--- src/rtl/sfp_pkg.sv ---
package sfp_pkg;

  // Framing bytes
  localparam logic [7:0] START_BYTE = 8'h02;
  localparam logic [7:0] END_BYTE   = 8'h03;

  // Parser phase
  typedef enum logic [2:0] {
    PH_HUNT = 3'd0,
    PH_LEN  = 3'd1,
    PH_DATA = 3'd2,
    PH_SUM  = 3'd3,
    PH_END  = 3'd4
  } phase_t;

  // Frame status codes
  typedef enum logic [1:0] {
    ST_GOOD    = 2'd0,
    ST_BAD_SUM = 2'd1,
    ST_BAD_END = 2'd2
  } frame_status_t;

  // Registered input byte with its valid flag
  typedef struct packed {
    logic       valid;
    logic [7:0] data;
  } stage_t;

  // One result item
  typedef struct packed {
    logic [7:0] payload_byte;
    logic       payload_valid;
    logic [7:0] payload_index;
    logic       frame_done;
    logic [1:0] frame_status;
    logic [7:0] frame_length;
  } res_t;

endpackage

--- src/rtl/sfp_if.sv ---
interface sfp_byte_if;
  logic       valid;
  logic       ready;
  logic [7:0] rx_byte;

  modport source (output valid, output rx_byte, input ready);
  modport sink (input valid, input rx_byte, output ready);
endinterface

interface sfp_res_if;
  logic       valid;
  logic       ready;
  logic [7:0] payload_byte;
  logic       payload_valid;
  logic [7:0] payload_index;
  logic       frame_done;
  logic [1:0] frame_status;
  logic [7:0] frame_length;

  modport source (
    output valid, output payload_byte, output payload_valid, output payload_index,
    output frame_done, output frame_status, output frame_length, input ready
  );
  modport sink (
    input valid, input payload_byte, input payload_valid, input payload_index,
    input frame_done, input frame_status, input frame_length, output ready
  );
endinterface

--- src/rtl/sfp_in_reg.sv ---
module sfp_in_reg (
  input  logic           clk,
  input  logic           rst_n,
  input  logic           in_valid,
  input  logic [7:0]     in_byte,
  output logic           in_ready,
  input  logic           advance,
  output sfp_pkg::stage_t stage
);

  logic       valid_r;
  logic [7:0] data_r;

  // Take a new byte when empty or when the held byte moves on this cycle
  assign in_ready = !valid_r || advance;

  // Track occupancy
  always_ff @(posedge clk) begin
    if (!rst_n) begin
      valid_r <= 1'b0;
    end else if (in_ready) begin
      valid_r <= in_valid;
    end
  end

  // Capture the byte
  always_ff @(posedge clk) begin
    if (in_ready && in_valid) begin
      data_r <= in_byte;
    end
  end

  assign stage.valid = valid_r;
  assign stage.data  = data_r;

endmodule

--- src/rtl/sfp_parse_core.sv ---
module sfp_parse_core (
  input  logic            clk,
  input  logic            rst_n,
  input  sfp_pkg::stage_t stage,
  input  logic            advance,
  output sfp_pkg::res_t   res
);

  sfp_pkg::phase_t phase_r, phase_nxt;
  logic [7:0]      len_r, len_nxt;
  logic [7:0]      sum_r, sum_nxt;
  logic [7:0]      cnt_r, cnt_nxt;
  logic [7:0]      cnt_inc;
  logic [7:0]      b;

  assign b       = stage.data;
  assign cnt_inc = cnt_r + 8'd1;

  // Next phase
  always_comb begin
    phase_nxt = phase_r;
    unique case (phase_r)
      sfp_pkg::PH_HUNT: begin
        if (b == sfp_pkg::START_BYTE) phase_nxt = sfp_pkg::PH_LEN;
      end
      sfp_pkg::PH_LEN:  phase_nxt = sfp_pkg::PH_DATA;
      sfp_pkg::PH_DATA: begin
        if (cnt_inc >= len_r) phase_nxt = sfp_pkg::PH_SUM;
      end
      sfp_pkg::PH_SUM: begin
        phase_nxt = (sum_r == b) ? sfp_pkg::PH_END : sfp_pkg::PH_HUNT;
      end
      sfp_pkg::PH_END:  phase_nxt = sfp_pkg::PH_HUNT;
      default:          phase_nxt = sfp_pkg::PH_HUNT;
    endcase
  end

  // Result and datapath state
  always_comb begin
    len_nxt = len_r;
    sum_nxt = sum_r;
    cnt_nxt = cnt_r;
    res     = '0;
    unique case (phase_r)
      sfp_pkg::PH_HUNT: begin
        if (b == sfp_pkg::START_BYTE) begin
          len_nxt = 8'd0;
          sum_nxt = 8'd0;
          cnt_nxt = 8'd0;
        end
      end
      sfp_pkg::PH_LEN: begin
        len_nxt = b;
        sum_nxt = sum_r + b;
      end
      sfp_pkg::PH_DATA: begin
        res.payload_byte  = b;
        res.payload_valid = 1'b1;
        res.payload_index = cnt_r;
        sum_nxt           = sum_r + b;
        cnt_nxt           = cnt_inc;
      end
      sfp_pkg::PH_SUM: begin
        if (sum_r != b) begin
          res.frame_done   = 1'b1;
          res.frame_status = sfp_pkg::ST_BAD_SUM;
          res.frame_length = len_r;
        end
      end
      sfp_pkg::PH_END: begin
        res.frame_done   = 1'b1;
        res.frame_status = (b == sfp_pkg::END_BYTE) ? sfp_pkg::ST_GOOD : sfp_pkg::ST_BAD_END;
        res.frame_length = len_r;
      end
      default: begin
        res = '0;
      end
    endcase
  end

  // Advance state once per transaction
  always_ff @(posedge clk) begin
    if (!rst_n) begin
      phase_r <= sfp_pkg::PH_HUNT;
      len_r   <= 8'd0;
      sum_r   <= 8'd0;
      cnt_r   <= 8'd0;
    end else if (advance) begin
      phase_r <= phase_nxt;
      len_r   <= len_nxt;
      sum_r   <= sum_nxt;
      cnt_r   <= cnt_nxt;
    end
  end

endmodule

--- src/rtl/sfp_out_reg.sv ---
module sfp_out_reg (
  input  logic          clk,
  input  logic          rst_n,
  input  logic          load,
  input  sfp_pkg::res_t res,
  input  logic          out_ready,
  output logic          can_load,
  output logic          out_valid,
  output sfp_pkg::res_t out_res
);

  logic          valid_r;
  sfp_pkg::res_t res_r;

  // Load when empty or when the held result leaves this cycle
  assign can_load = !valid_r || out_ready;

  always_ff @(posedge clk) begin
    if (!rst_n) begin
      valid_r <= 1'b0;
    end else if (can_load) begin
      valid_r <= load;
    end
  end

  // Hold the result until taken
  always_ff @(posedge clk) begin
    if (load) begin
      res_r <= res;
    end
  end

  assign out_valid = valid_r;
  assign out_res   = res_r;

endmodule

--- src/rtl/stx_etx_frame_parser.sv ---
// Channel  | Dir | Handshake     | Payload
// in_ch    | in  | valid / ready | rx_byte[7:0]
// out_ch   | out | valid / ready | payload_byte, payload_valid, payload_index,
//          |     |               | frame_done, frame_status, frame_length
//
// One byte per cycle sustained while out_ch.ready stays high; every byte yields exactly one result.
// Each byte passes the input register, then parse logic into the result register.
// Synchronous active-low reset returns the parser to hunting for a start byte.
// A stalled result register holds the input register, which then holds in_ch.ready low.
module stx_etx_frame_parser (
  input logic      clk,
  input logic      rst_n,
  sfp_byte_if.sink   in_ch,
  sfp_res_if.source  out_ch
);

  sfp_pkg::stage_t stage;
  sfp_pkg::res_t   res;
  sfp_pkg::res_t   out_res;
  logic            advance;
  logic            can_load;

  // Move the held byte into the parser when the result register can take it
  assign advance = stage.valid && can_load;

  sfp_in_reg u_in_reg (
    .clk      (clk),
    .rst_n    (rst_n),
    .in_valid (in_ch.valid),
    .in_byte  (in_ch.rx_byte),
    .in_ready (in_ch.ready),
    .advance  (advance),
    .stage    (stage)
  );

  sfp_parse_core u_core (
    .clk     (clk),
    .rst_n   (rst_n),
    .stage   (stage),
    .advance (advance),
    .res     (res)
  );

  sfp_out_reg u_out_reg (
    .clk       (clk),
    .rst_n     (rst_n),
    .load      (advance),
    .res       (res),
    .out_ready (out_ch.ready),
    .can_load  (can_load),
    .out_valid (out_ch.valid),
    .out_res   (out_res)
  );

  assign out_ch.payload_byte  = out_res.payload_byte;
  assign out_ch.payload_valid = out_res.payload_valid;
  assign out_ch.payload_index = out_res.payload_index;
  assign out_ch.frame_done    = out_res.frame_done;
  assign out_ch.frame_status  = out_res.frame_status;
  assign out_ch.frame_length  = out_res.frame_length;

  // No result before the first byte after reset
  a_reset_empty: assert property (@(posedge clk) !rst_n |=> !out_ch.valid)
    else $error("result valid right after reset");

  // A byte is either payload or a frame end, never both
  a_excl: assert property (@(posedge clk) disable iff (!rst_n)
    out_ch.valid |-> !(out_ch.payload_valid && out_ch.frame_done))
    else $error("payload and frame end in one result");

  // Frame fields stay clear on results that end no frame
  a_idle_frame: assert property (@(posedge clk) disable iff (!rst_n)
    (out_ch.valid && !out_ch.frame_done) |->
      (out_ch.frame_status == sfp_pkg::ST_GOOD && out_ch.frame_length == 8'd0))
    else $error("frame fields set without frame end");

  // Payload fields stay clear on non-payload results
  a_idle_payload: assert property (@(posedge clk) disable iff (!rst_n)
    (out_ch.valid && !out_ch.payload_valid) |->
      (out_ch.payload_byte == 8'd0 && out_ch.payload_index == 8'd0))
    else $error("payload fields set without payload");

endmodule

--- src/flat_wrapper.sv ---
// flat-port wrapper written by rule: the top's interface ports become plain ports
module stx_etx_frame_parser_flat 
  (clk, rst_n, in_ch_valid, in_ch_rx_byte, in_ch_ready, out_ch_valid, out_ch_payload_byte, out_ch_payload_valid, out_ch_payload_index, out_ch_frame_done, out_ch_frame_status, out_ch_frame_length, out_ch_ready);
  sfp_byte_if in_ch_i ();
  sfp_res_if out_ch_i ();
  input logic clk;
  input logic rst_n;
  input wire logic [$bits(in_ch_i.valid)-1:0] in_ch_valid;
  input wire logic [$bits(in_ch_i.rx_byte)-1:0] in_ch_rx_byte;
  output wire logic [$bits(in_ch_i.ready)-1:0] in_ch_ready;
  output wire logic [$bits(out_ch_i.valid)-1:0] out_ch_valid;
  output wire logic [$bits(out_ch_i.payload_byte)-1:0] out_ch_payload_byte;
  output wire logic [$bits(out_ch_i.payload_valid)-1:0] out_ch_payload_valid;
  output wire logic [$bits(out_ch_i.payload_index)-1:0] out_ch_payload_index;
  output wire logic [$bits(out_ch_i.frame_done)-1:0] out_ch_frame_done;
  output wire logic [$bits(out_ch_i.frame_status)-1:0] out_ch_frame_status;
  output wire logic [$bits(out_ch_i.frame_length)-1:0] out_ch_frame_length;
  input wire logic [$bits(out_ch_i.ready)-1:0] out_ch_ready;
  assign in_ch_i.valid = in_ch_valid;
  assign in_ch_i.rx_byte = in_ch_rx_byte;
  assign in_ch_ready = in_ch_i.ready;
  assign out_ch_valid = out_ch_i.valid;
  assign out_ch_payload_byte = out_ch_i.payload_byte;
  assign out_ch_payload_valid = out_ch_i.payload_valid;
  assign out_ch_payload_index = out_ch_i.payload_index;
  assign out_ch_frame_done = out_ch_i.frame_done;
  assign out_ch_frame_status = out_ch_i.frame_status;
  assign out_ch_frame_length = out_ch_i.frame_length;
  assign out_ch_i.ready = out_ch_ready;
  stx_etx_frame_parser u_core (.clk(clk), .rst_n(rst_n), .in_ch(in_ch_i), .out_ch(out_ch_i));
endmodule
--- config.mk ---
export PLATFORM = sky130hd
export DESIGN_NAME = stx_etx_frame_parser_flat
export DESIGN_NICKNAME = d
export VERILOG_FILES = /design/src/rtl/sfp_pkg.sv /design/src/rtl/sfp_if.sv /design/src/rtl/sfp_in_reg.sv /design/src/rtl/sfp_parse_core.sv /design/src/rtl/sfp_out_reg.sv /design/src/rtl/stx_etx_frame_parser.sv /design/src/flat_wrapper.sv
export SDC_FILE = /design/constraint.sdc
export NUM_CORES = 1
export LEC_CHECK = 0
export BUFFER_PORTS_ARGS = -buffer_cell sky130_fd_sc_hd__buf_2
export CAP_MARGIN = 25
export CORE_AREA = 2 2 89 91
export DETAILED_ROUTE_END_ITERATION = 12
export DIE_AREA = 0 0 91 93
export PLACE_DENSITY_LB_ADDON = 0.2
export SLEW_MARGIN = 20
export SYNTH_ARGS = -nofsm -noshare
export SYNTH_HDL_FRONTEND = slang
export SYNTH_SLANG_ARGS = --single-unit
export TNS_END_PERCENT = 20
--- constraint.sdc ---
create_clock -name clk -period 2.7 [get_ports clk]
set_clock_uncertainty 0.2 [all_clocks]
set_input_delay 0.54 -clock clk [delete_from_list [all_inputs] [get_ports clk]]
set_output_delay 0.54 -clock clk [all_outputs]
set_load 0.02 [all_outputs]
==> results of run 1 <==
area by class of cell:
type                       instances  area, µm²
tap                              102        128
clock buffer                       9        124
multi-input combinational        195       1320
clock inverter                     7       46.3
fill                             728       3890
timing repair buffer              53        295
inverter                          14       52.6
sequential                        65       1670
per-stage QoR:
| step | std cells | setup WS [ns] | instance area (µm²) | hold WS [ns] |
|---|---|---|---|---|
| CTS | 445 | 0.0741 | 3610 | 0.151 |
| detailed placement | 429 | 0.0824 | 3440 | 0.257 |
| finish | 445 | 0.128 | 3630 | 0.162 |
| floorplan | 287 | 0.143 | 3070 | 0.236 |
| global placement | 429 | 0.144 | 3440 | 0.245 |
| global route | 445 | 0.00279 | 3630 | 0.154 |
power breakdown:
part	total [mW]	leakage [nW]	switching, mW	internal [mW]
Combinational	0.101	0.740	0.0675	0.0337
Clock	0.721	0.0830	0.390	0.331
Sequential	1.08	0.582	0.0131	1.07
path summary, 6_finish.rpt:
check	slack, ns	to
setup / recovery	0.13	u_core.u_core.phase_r[0]$_SDFFE_PN0P_
hold / removal	0.16	u_core.u_in_reg.data_r[7]$_DFFE_PP_
setup reg to reg	0.13	u_core.u_core.phase_r[0]$_SDFFE_PN0P_
hold reg to reg	0.27	u_core.u_core.sum_r[4]$_SDFFE_PN0P_
placed cells by master, fill, tap and decap left out, types with 2 or more instances in the layout:
cell type | synthesis | layout
a211oi_1 | 2 | 2
nand2_1 | 14 | 14
nor4_1 | 2 | 2
o21a_1 | 3 | 3
edfxtp_1 | 36 | 36
or4_1 | 2 | 2
nor2_1 | 26 | 25
inv_1 | 14 | 14
o21ai_0 | 10 | 10
dfxtp_1 | 29 | 27
a21oi_1 | 19 | 18
buf_4 | 0 | 12
xnor2_1 | 4 | 4
clkbuf_8 | 0 | 9
o211ai_1 | 3 | 3
clkinvlp_4 | 0 | 2
a211o_1 | 4 | 4
ha_1 | 16 | 15
nor2b_1 | 7 | 6
and2_1 | 18 | 18
nor3_1 | 3 | 2
clkinv_2 | 0 | 2
a2111o_1 | 3 | 3
or3_1 | 3 | 3
nor3_2 | 1 | 2
nand2b_1 | 4 | 4
xor2_1 | 6 | 6
nand3_1 | 10 | 10
buf_2 | 4 | 41
and3_1 | 5 | 5
nand4_1 | 3 | 3
a22oi_1 | 8 | 8
a311oi_1 | 4 | 4
per-layer routing:
metal / track usage / vias to the layer above / share of wire
met3: 0.0435 / 6 / 0.036
met2: 0.267 / 45 / 0.46
met5: 0 / - / 0
li1: - / 1149 / -
met1: 0.219 / 1062 / 0.49
met4: 0.0492 / 0 / 0.0094
critical path, delay by kind of cell (launching register included):
family	cells	cell delay [ns]
fa+ha+maj	1	0.30
flops	1	0.36
xor+xnor	1	0.15
simple gates	5	1.07
compound gates	3	0.40
cells by family (layout without fill, tap and decap cells):
kind of cell | count (synthesis) | count (layout) | synth area share
buf+inv | 27 | 83 | 0.0346
mux | 1 | 1 | 0.00326
simple gates | 104 | 104 | 0.181
flops | 65 | 65 | 0.541
compound gates | 63 | 63 | 0.140
xor+xnor | 10 | 10 | 0.0285
fa+ha+maj | 17 | 17 | 0.0717
sequential cells by signal, summed over array words and instances, names as in the netlist:
register / flops
u_core.u_out_reg.out_res: 28
u_core.u_core.cnt_r: 8
u_core.u_out_reg.out_valid: 1
u_core.u_in_reg.valid_r: 1
u_core.u_in_reg.data_r: 8
u_core.u_core.sum_r: 8
u_core.u_core.phase_r: 3
u_core.u_core.len_r: 8
timing repair:
item,CTS,global route
setup endpoints to repair,0,3
endpoints found under the hold margin,0,0
setup buffers,0,0
gates resized for setup,0,7
==> results.py, run 1 <==
metrics = {
    "clock_network": {
        "hold_buffers": 0,
        "cts_buffers": 9,
        "cts_tree": "done",
        "htree_levels": 3,
        "cts.sinks": 65,
        "insertion_delay_ns": 0.35,
        "clk_pin_slew_ns": 0.08,
        "root_buffer": "clkbuf_8",
        "max-clock-path-buffers": 2,
    },
    "die": {
        "core_um2": 7530,
        "die-area_um2": 8460,
        "die_h_um": 93,
        "rows": 32,
        "die_x_um": 91,
        "num_io_pins": 42,
        "start_util": 0.408,
    },
    "synth": {
        "synth_ff_type": "edfxtp_1",
        "synthDistinctLibCells": 45,
        "synthCells": 287,
        "ys_ff_latch": 65,
        "syn_nets": 316,
        "yosysMostFrequentCell": "edfxtp_1",
        "synthTopCellsByCount": "edfxtp_1, dfxtp_1, nor2_1",
        "synth_seq_area_share": 0.541,
        "yosys.area.top_type": "edfxtp_1",
        "synth.cell_area_um2": 3070,
        "synth-edff-count": 36,
        "synth_top_area_frac": 0.352,
        "yosysWarnings": 0,
        "syn_area_per_cell_um2": 10.7,
        "async_flop_share": 0,
        "synthTopCellsByArea": "edfxtp_1, dfxtp_1, ha_1, and2_1, nor2_1",
    },
    "timing": {
        "finalSetupViolCount": 0,
        "hold_violations": 0,
        "maxSlewHeadroom": 0.505,
        "fin_setup_tns_ns": 0,
        "grt_setup_unrepaired": "no",
        "tightest_slew_ns": 0.741,
        "fin_crit_ns": 2.57,
        "drv_slew": 0,
        "post-route-period-util": 0.953,
        "fmax_mhz": 389,
    },
    "route": {
        "dr_total_vias": 2262,
        "drcViolationCount": 0,
        "drt_iter0_drc": 91,
        "wl_per_cell_um": 14.6,
        "detail-route-antenna-nets": 0,
        "wirelength_um": 6500,
        "vias_per_cell": 5.08,
        "drtPass1Iterations": 4,
    },
    "final_layout": {
        "fin_nets": 367,
        "final_layout_size_suffix_gt1_frac": 0.230,
        "area_delta_synth_final_pct": 18.2,
        "num_antenna_cells": 0,
        "fin_util": 0.483,
    },
    "pwr": {
        "power_mw": 1.90,
        "ir_drop_mv": 0.288,
        "p_per_area_nw_per_um2": 523,
        "leakage_nw": 1.40,
    },
    "hold_path": {
        "whs_path_depth": 1,
        "hold_path_class": "in2reg",
        "hp-start": "in_ch_rx_byte[7]",
    },
    "setup_path": {
        "crit_required_ns": 2.76,
        "r2r_start": "u_core.u_core.cnt_r[0]$_SDFFE_PN0P_",
        "worstPathMaxFanout": 6,
        "cp_slowest_cell": "or4_1",
        "cp_slowest_stage_delay_ns": 0.46,
        "endpoint_kind": "flip-flop",
        "crit_type": "reg2reg",
        "critPathMostFrequentCell": "and3_1",
        "cp_cell_sequence": "and3_1, and3_1, and3_1, xor2_1, ha_1, nand2_1, o211ai_1, a21oi_2, or4_1, a21oi_1",
        "startpoint": "u_core.u_core.cnt_r[0]$_SDFFE_PN0P_",
        "cp-start-kind": "flip-flop",
        "arrival_ns": 2.63,
        "reg2regPathDepth": 10,
    },
    "grt": {
        "antenna_found_initial": 0,
        "grt_pass1_vias": 2194,
        "track_usage": 0.165,
        "grt_pass1_wl_um": 10900,
        "overflow": 0,
        "grt_max_degree": 22,
    },
    "placement": {
        "gp_congestion": 0.810,
        "io_buffers": 41,
        "dp_hpwl_um": 4620,
    },
    "status": {
        "status": "finished clean",
    },
    "job": {
        "cap_violations": 0,
    },
}
Power figures use the tool's default switching activity.
==> inputs of run 2 (changes only) <==
Settings changed: CELL_PAD_IN_SITES_DETAIL_PLACEMENT from default to 1, CELL_PAD_IN_SITES_GLOBAL_PLACEMENT from default to 1, CORE_AREA 2 2 89 91 to 2 2 91 93, DIE_AREA 0 0 91 93 to 0 0 93 95.
==> run 2 against run 1 <==
Wire length up 18%. Critical endpoint unchanged. Highest routed layer unchanged. Cell count rose by 0.67%. Non-clock buffer count unchanged. Combinational power about the same. Clock power up 40%. Critical path depth stayed put.
==> results.py, run 2 (same netlist as run 1, synthesis figures left out) <==
metrics = {
    "clock_network": {
        "root_buffer": "clkbuf_8",
        "cts_buffers": 9,
        "clk_pin_slew_ns": 0.08,
        "cts.sinks": 65,
        "hold_buffers": 0,
        "insertion_delay_ns": 0.35,
        "htree_levels": 3,
        "max-clock-path-buffers": 2,
        "cts_tree": "done",
    },
    "timing": {
        "maxSlewHeadroom": 0.479,
        "fin_crit_ns": 2.65,
        "post-route-period-util": 0.980,
        "fin_setup_tns_ns": 0,
        "drv_slew": 0,
        "hold_violations": 0,
        "fin_ws_ns": 0.0530,
        "fmax_mhz": 378,
        "tightest_slew_ns": 0.781,
        "grt_setup_unrepaired": "yes",
        "whs_ns": 0.161,
        "finalSetupViolCount": 0,
    },
    "placement": {
        "gp_congestion": 0.739,
        "placed_area_um2": 3440,
        "dp_hpwl_um": 5370,
        "io_buffers": 41,
        "place_ws_ns": 0.0351,
    },
    "setup_path": {
        "arrival_ns": 2.72,
        "cp_slowest_cell": "or4_1",
        "crit_required_ns": 2.78,
        "cp_cell_sequence": "and3_4, and3_4, and3_4, xor2_2, ha_1, nand2_2, o211ai_1, a21oi_2, or4_1, a21oi_1",
        "reg2regPathDepth": 10,
        "critPathMostFrequentCell": "and3_4",
        "worstPathMaxFanout": 6,
        "cp_slowest_stage_delay_ns": 0.51,
        "cp-start-kind": "flip-flop",
        "crit_type": "reg2reg",
        "endpoint_kind": "flip-flop",
    },
    "pwr": {
        "p_per_area_nw_per_um2": 588,
        "leakage_nw": 1.44,
        "power_mw": 2.20,
        "ir_drop_mv": 0.215,
    },
    "die": {
        "die-area_um2": 8840,
        "start_util": 0.387,
        "core_um2": 7930,
        "num_io_pins": 42,
        "rows": 33,
        "die_h_um": 95,
        "die_x_um": 93,
    },
    "final_layout": {
        "final_layout_size_suffix_gt1_frac": 0.245,
        "layout_commonest_cell": "buf_2",
        "area_delta_synth_final_pct": 21.8,
        "fillCellCount": 903,
        "num_antenna_cells": 0,
        "fin_nets": 367,
        "largest_register_ffs": 28,
        "fin_area_um2": 3740,
        "final_cell_mix": "buf_2, edfxtp_1, nor2_1, dfxtp_1",
    },
    "hold_path": {
        "whs_path_depth": 1,
        "hold_path_class": "in2reg",
    },
    "route": {
        "vias_per_cell": 5.25,
        "drtPass1Iterations": 4,
        "drcViolationCount": 0,
        "wirelength_um": 7670,
        "wl_per_cell_um": 17.1,
        "detail-route-antenna-nets": 0,
        "drt_iter0_drc": 89,
        "dr_total_vias": 2352,
    },
    "grt": {
        "grt_pass1_vias": 2320,
        "grt_pass1_wl_um": 12200,
        "antenna_found_initial": 0,
        "overflow": 0,
        "track_usage": 0.182,
        "grt_max_degree": 24,
    },
    "status": {
        "status": "finished clean",
    },
    "job": {
        "cap_violations": 0,
    },
}
## run 2: cell count changes in the layout (fill, tap and decap cells not counted), sizes merged
| cell | change |
|---|---|
| inv | -1 |
| clkinv | -1 |
| bufinv | +3 |
| clkinvlp | -1 |
## run 2: critical path, delay by kind of cell (launching register included)
family	cells	cell delay, ns
flops	1	0.37
xor+xnor	1	0.14
fa+ha+maj	1	0.31
compound gates	3	0.47
simple gates	5	1.09
## run 2: final timing paths
check / from / to / slack (ns)
worst max-delay path: u_core.u_core.cnt_r[0]$_SDFFE_PN0P_ / u_core.u_core.phase_r[0]$_SDFFE_PN0P_ / 0.05
worst min-delay path: in_ch_rx_byte[5] / u_core.u_in_reg.data_r[5]$_DFFE_PP_ / 0.16
worst max register to register: u_core.u_core.cnt_r[0]$_SDFFE_PN0P_ / u_core.u_core.phase_r[0]$_SDFFE_PN0P_ / 0.05
worst min register to register: u_core.u_core.sum_r[2]$_SDFFE_PN0P_ / u_core.u_core.sum_r[2]$_SDFFE_PN0P_ / 0.26
## run 2: timing repair
action | 4_1_cts | 5_1_grt
resized for setup | 0 | 12
setup endpoints to repair | 0 | 3
setup buffers | 0 | 1
## run 2: metrics by stage
step | utilization | cells
after floorplan | - | 287
after global routing | 0.472 | 448
after detailed placement | 0.435 | 431
after CTS | 0.465 | 447
final | 0.472 | 448
after global placement | 0.435 | 431
## run 2: layout make-up
type	instances	area (µm²)	share of cell area
inverters	14	52.6	0.0141
multi-input cells	195	1350	0.361
repair buffers	53	295	0.0790
well taps	105	131	0.0351
clock buffers	9	124	0.0331
flip-flops and latches	65	1670	0.446
clock inverters	7	119	0.0318
## run 2: power breakdown
group	switching, mW	internal (mW)
logic	0.0692	0.0339
registers	0.0147	1.07
clock network	0.402	0.613
## run 2: per-layer routing
| layer | part of all wire | global-route usage | vias up |
|---|---|---|---|
| li1 | - | - | 1148 |
| met1 | 0.46 | 0.244 | 1147 |
| met2 | 0.49 | 0.289 | 45 |
| met3 | 0.036 | 0.0319 | 12 |
| met4 | 0.019 | 0.0846 | 0 |
| met5 | 0 | 0 | - |
==> inputs of run 3 (changes only) <==
Settings changed: CORE_AREA 2 2 91 93 to 5 5 94 96, DIE_AREA 0 0 93 95 to 0 0 99 101.
==> run 3 against run 2 <==
Global-route usage decreased by 2.2 points. Die area increased by 13%. Clock power decreased by 9%. Core utilization decreased by 0.57 points. First-iteration DRC count increased by 24%. Largest cell class unchanged. Largest power group unchanged.
==> results.py, run 3 (same netlist as run 1, synthesis figures left out) <==
metrics = {
    "status": {
        "status": "finished clean",
    },
    "setup_path": {
        "crit_required_ns": 2.77,
        "cp_slowest_cell": "or4_4",
        "crit_type": "reg2reg",
        "cp_slowest_stage_delay_ns": 0.49,
        "endpoint_kind": "flip-flop",
        "critPathBufInv": 0,
        "worstPathMaxFanout": 5,
        "cp-start-kind": "flip-flop",
        "arrival_ns": 2.67,
        "critPathTopFamily": "simple AND/OR/NAND/NOR gates",
        "cp_cell_sequence": "and3_4, and3_1, and3_1, xor2_1, ha_1, nand2_2, nor3_2, a21oi_2, or4_4, a21oi_2",
    },
    "grt": {
        "overflow": 0,
        "grt_max_degree": 22,
        "grt_most_used_layer": "met2",
        "grt_pass1_vias": 2428,
        "antenna_found_initial": 0,
        "grt_pass1_wl_um": 12400,
        "track_usage": 0.160,
        "grt_use_met3": 0.0242,
        "use_met2": 0.256,
        "grtUsageMet1": 0.214,
    },
    "route": {
        "dr_total_vias": 2330,
        "wirelength_um": 7430,
        "drt_iter0_drc": 110,
        "drcViolationCount": 0,
        "vias_per_cell": 5.18,
        "drtPass1Iterations": 4,
        "detail-route-antenna-nets": 0,
        "wl_per_cell_um": 16.5,
    },
    "final_layout": {
        "final_cell_mix": "buf_2, edfxtp_1, dfxtp_1",
        "final_layout_size_suffix_gt1_frac": 0.241,
        "num_antenna_cells": 0,
        "area_delta_synth_final_pct": 20.9,
        "layout_commonest_cell": "buf_2",
        "largest_register_ffs": 28,
        "fin_util": 0.466,
        "fin_nets": 369,
    },
    "timing": {
        "grt_setup_unrepaired": "no",
        "tightest_slew_ns": 0.763,
        "fin_ws_ns": 0.104,
        "finalSetupViolCount": 0,
        "fmax_mhz": 385,
        "drv_slew": 0,
        "fin_crit_ns": 2.60,
        "post-route-period-util": 0.962,
        "fin_setup_tns_ns": 0,
        "maxSlewHeadroom": 0.491,
        "hold_violations": 0,
    },
    "clock_network": {
        "max-clock-path-buffers": 2,
        "cts.sinks": 65,
        "root_buffer": "clkbuf_8",
        "insertion_delay_ns": 0.34,
        "cts_buffers": 9,
        "clk_pin_slew_ns": 0.08,
        "htree_levels": 3,
        "cts_tree": "done",
    },
    "die": {
        "rows": 33,
        "die_x_um": 99,
        "start_util": 0.385,
        "num_io_pins": 42,
        "core_um2": 7970,
        "die_h_um": 101,
        "die-area_um2": 10000,
    },
    "pwr": {
        "switching_power_mw": 0.478,
        "p_sw_frac": 0.228,
        "p_per_area_nw_per_um2": 566,
        "combPwrFrac": 0.049,
        "leakage_nw": 1.44,
        "ir_drop_mv": 0.229,
        "p_seq_frac": 0.514,
        "p_clk_frac": 0.437,
        "internal_power_mw": 1.62,
    },
    "placement": {
        "gp_congestion": 0.880,
        "place_ws_ns": 0.0354,
        "io_buffers": 41,
        "dp_hpwl_um": 5500,
    },
    "hold_path": {
        "hold_path_class": "in2reg",
    },
    "job": {
        "cap_violations": 0,
    },
}
==> run 3: layout make-up <==
class | instances | area [µm²]
Clock inverter | 6 | 92.6
Fill cell | 915 | 4260
Timing Repair Buffer | 55 | 310
Multi-Input combinational cell | 195 | 1340
Tap cell | 105 | 131
Sequential cell | 65 | 1660
Clock buffer | 10 | 128
Inverter | 14 | 52.6
==> run 3: final timing paths <==
path                                            start                                     to  slack [ns]  cells past startpoint
setup / recovery  u_core.u_core.cnt_r[1]$_SDFFE_PN0P_  u_core.u_core.phase_r[0]$_SDFFE_PN0P_        0.10                     10
hold reg to reg   u_core.u_core.sum_r[3]$_SDFFE_PN0P_    u_core.u_core.sum_r[3]$_SDFFE_PN0P_        0.26                      2
setup reg to reg  u_core.u_core.cnt_r[1]$_SDFFE_PN0P_  u_core.u_core.phase_r[0]$_SDFFE_PN0P_        0.10                     10
hold / removal                       in_ch_rx_byte[7]    u_core.u_in_reg.data_r[7]$_DFFE_PP_        0.17                      1
==> run 3: power groups by stage <==
stage               Clock, mW  Combinational (mW)  Sequential [mW]
floorplan                   0              0.0377             1.12
finish                  0.918               0.104             1.08
global placement            0               0.104             1.10
global route            0.992               0.112             1.08
CTS                     0.936               0.105             1.08
detailed placement          0               0.105             1.10
==> run 3: repair_timing <==
action	in CTS	in global routing
hold buffers	0	0
pin swaps	0	3
endpoints found under the setup margin	1	1
endpoints found under the hold margin	0	0
gates resized for setup	2	6
setup buffers	0	0
==> run 3: through the flow <==
stage	total power, mW	std cells	hold slack, ns	area [µm²]
after floorplan	1.16	287	0.236	3070
after global placement	1.21	434	0.248	3470
after detailed placement	1.21	434	0.254	3470
after CTS	2.12	450	0.157	3700
after global routing	2.19	450	0.149	3710
final	2.10	450	0.167	3710
==> run 3: routing by layer <==
layer	vias to the layer above	routed length [µm]
li1	1156	-
met1	1123	3560
met2	44	3440
met3	7	330
met4	0	106
met5	-	0
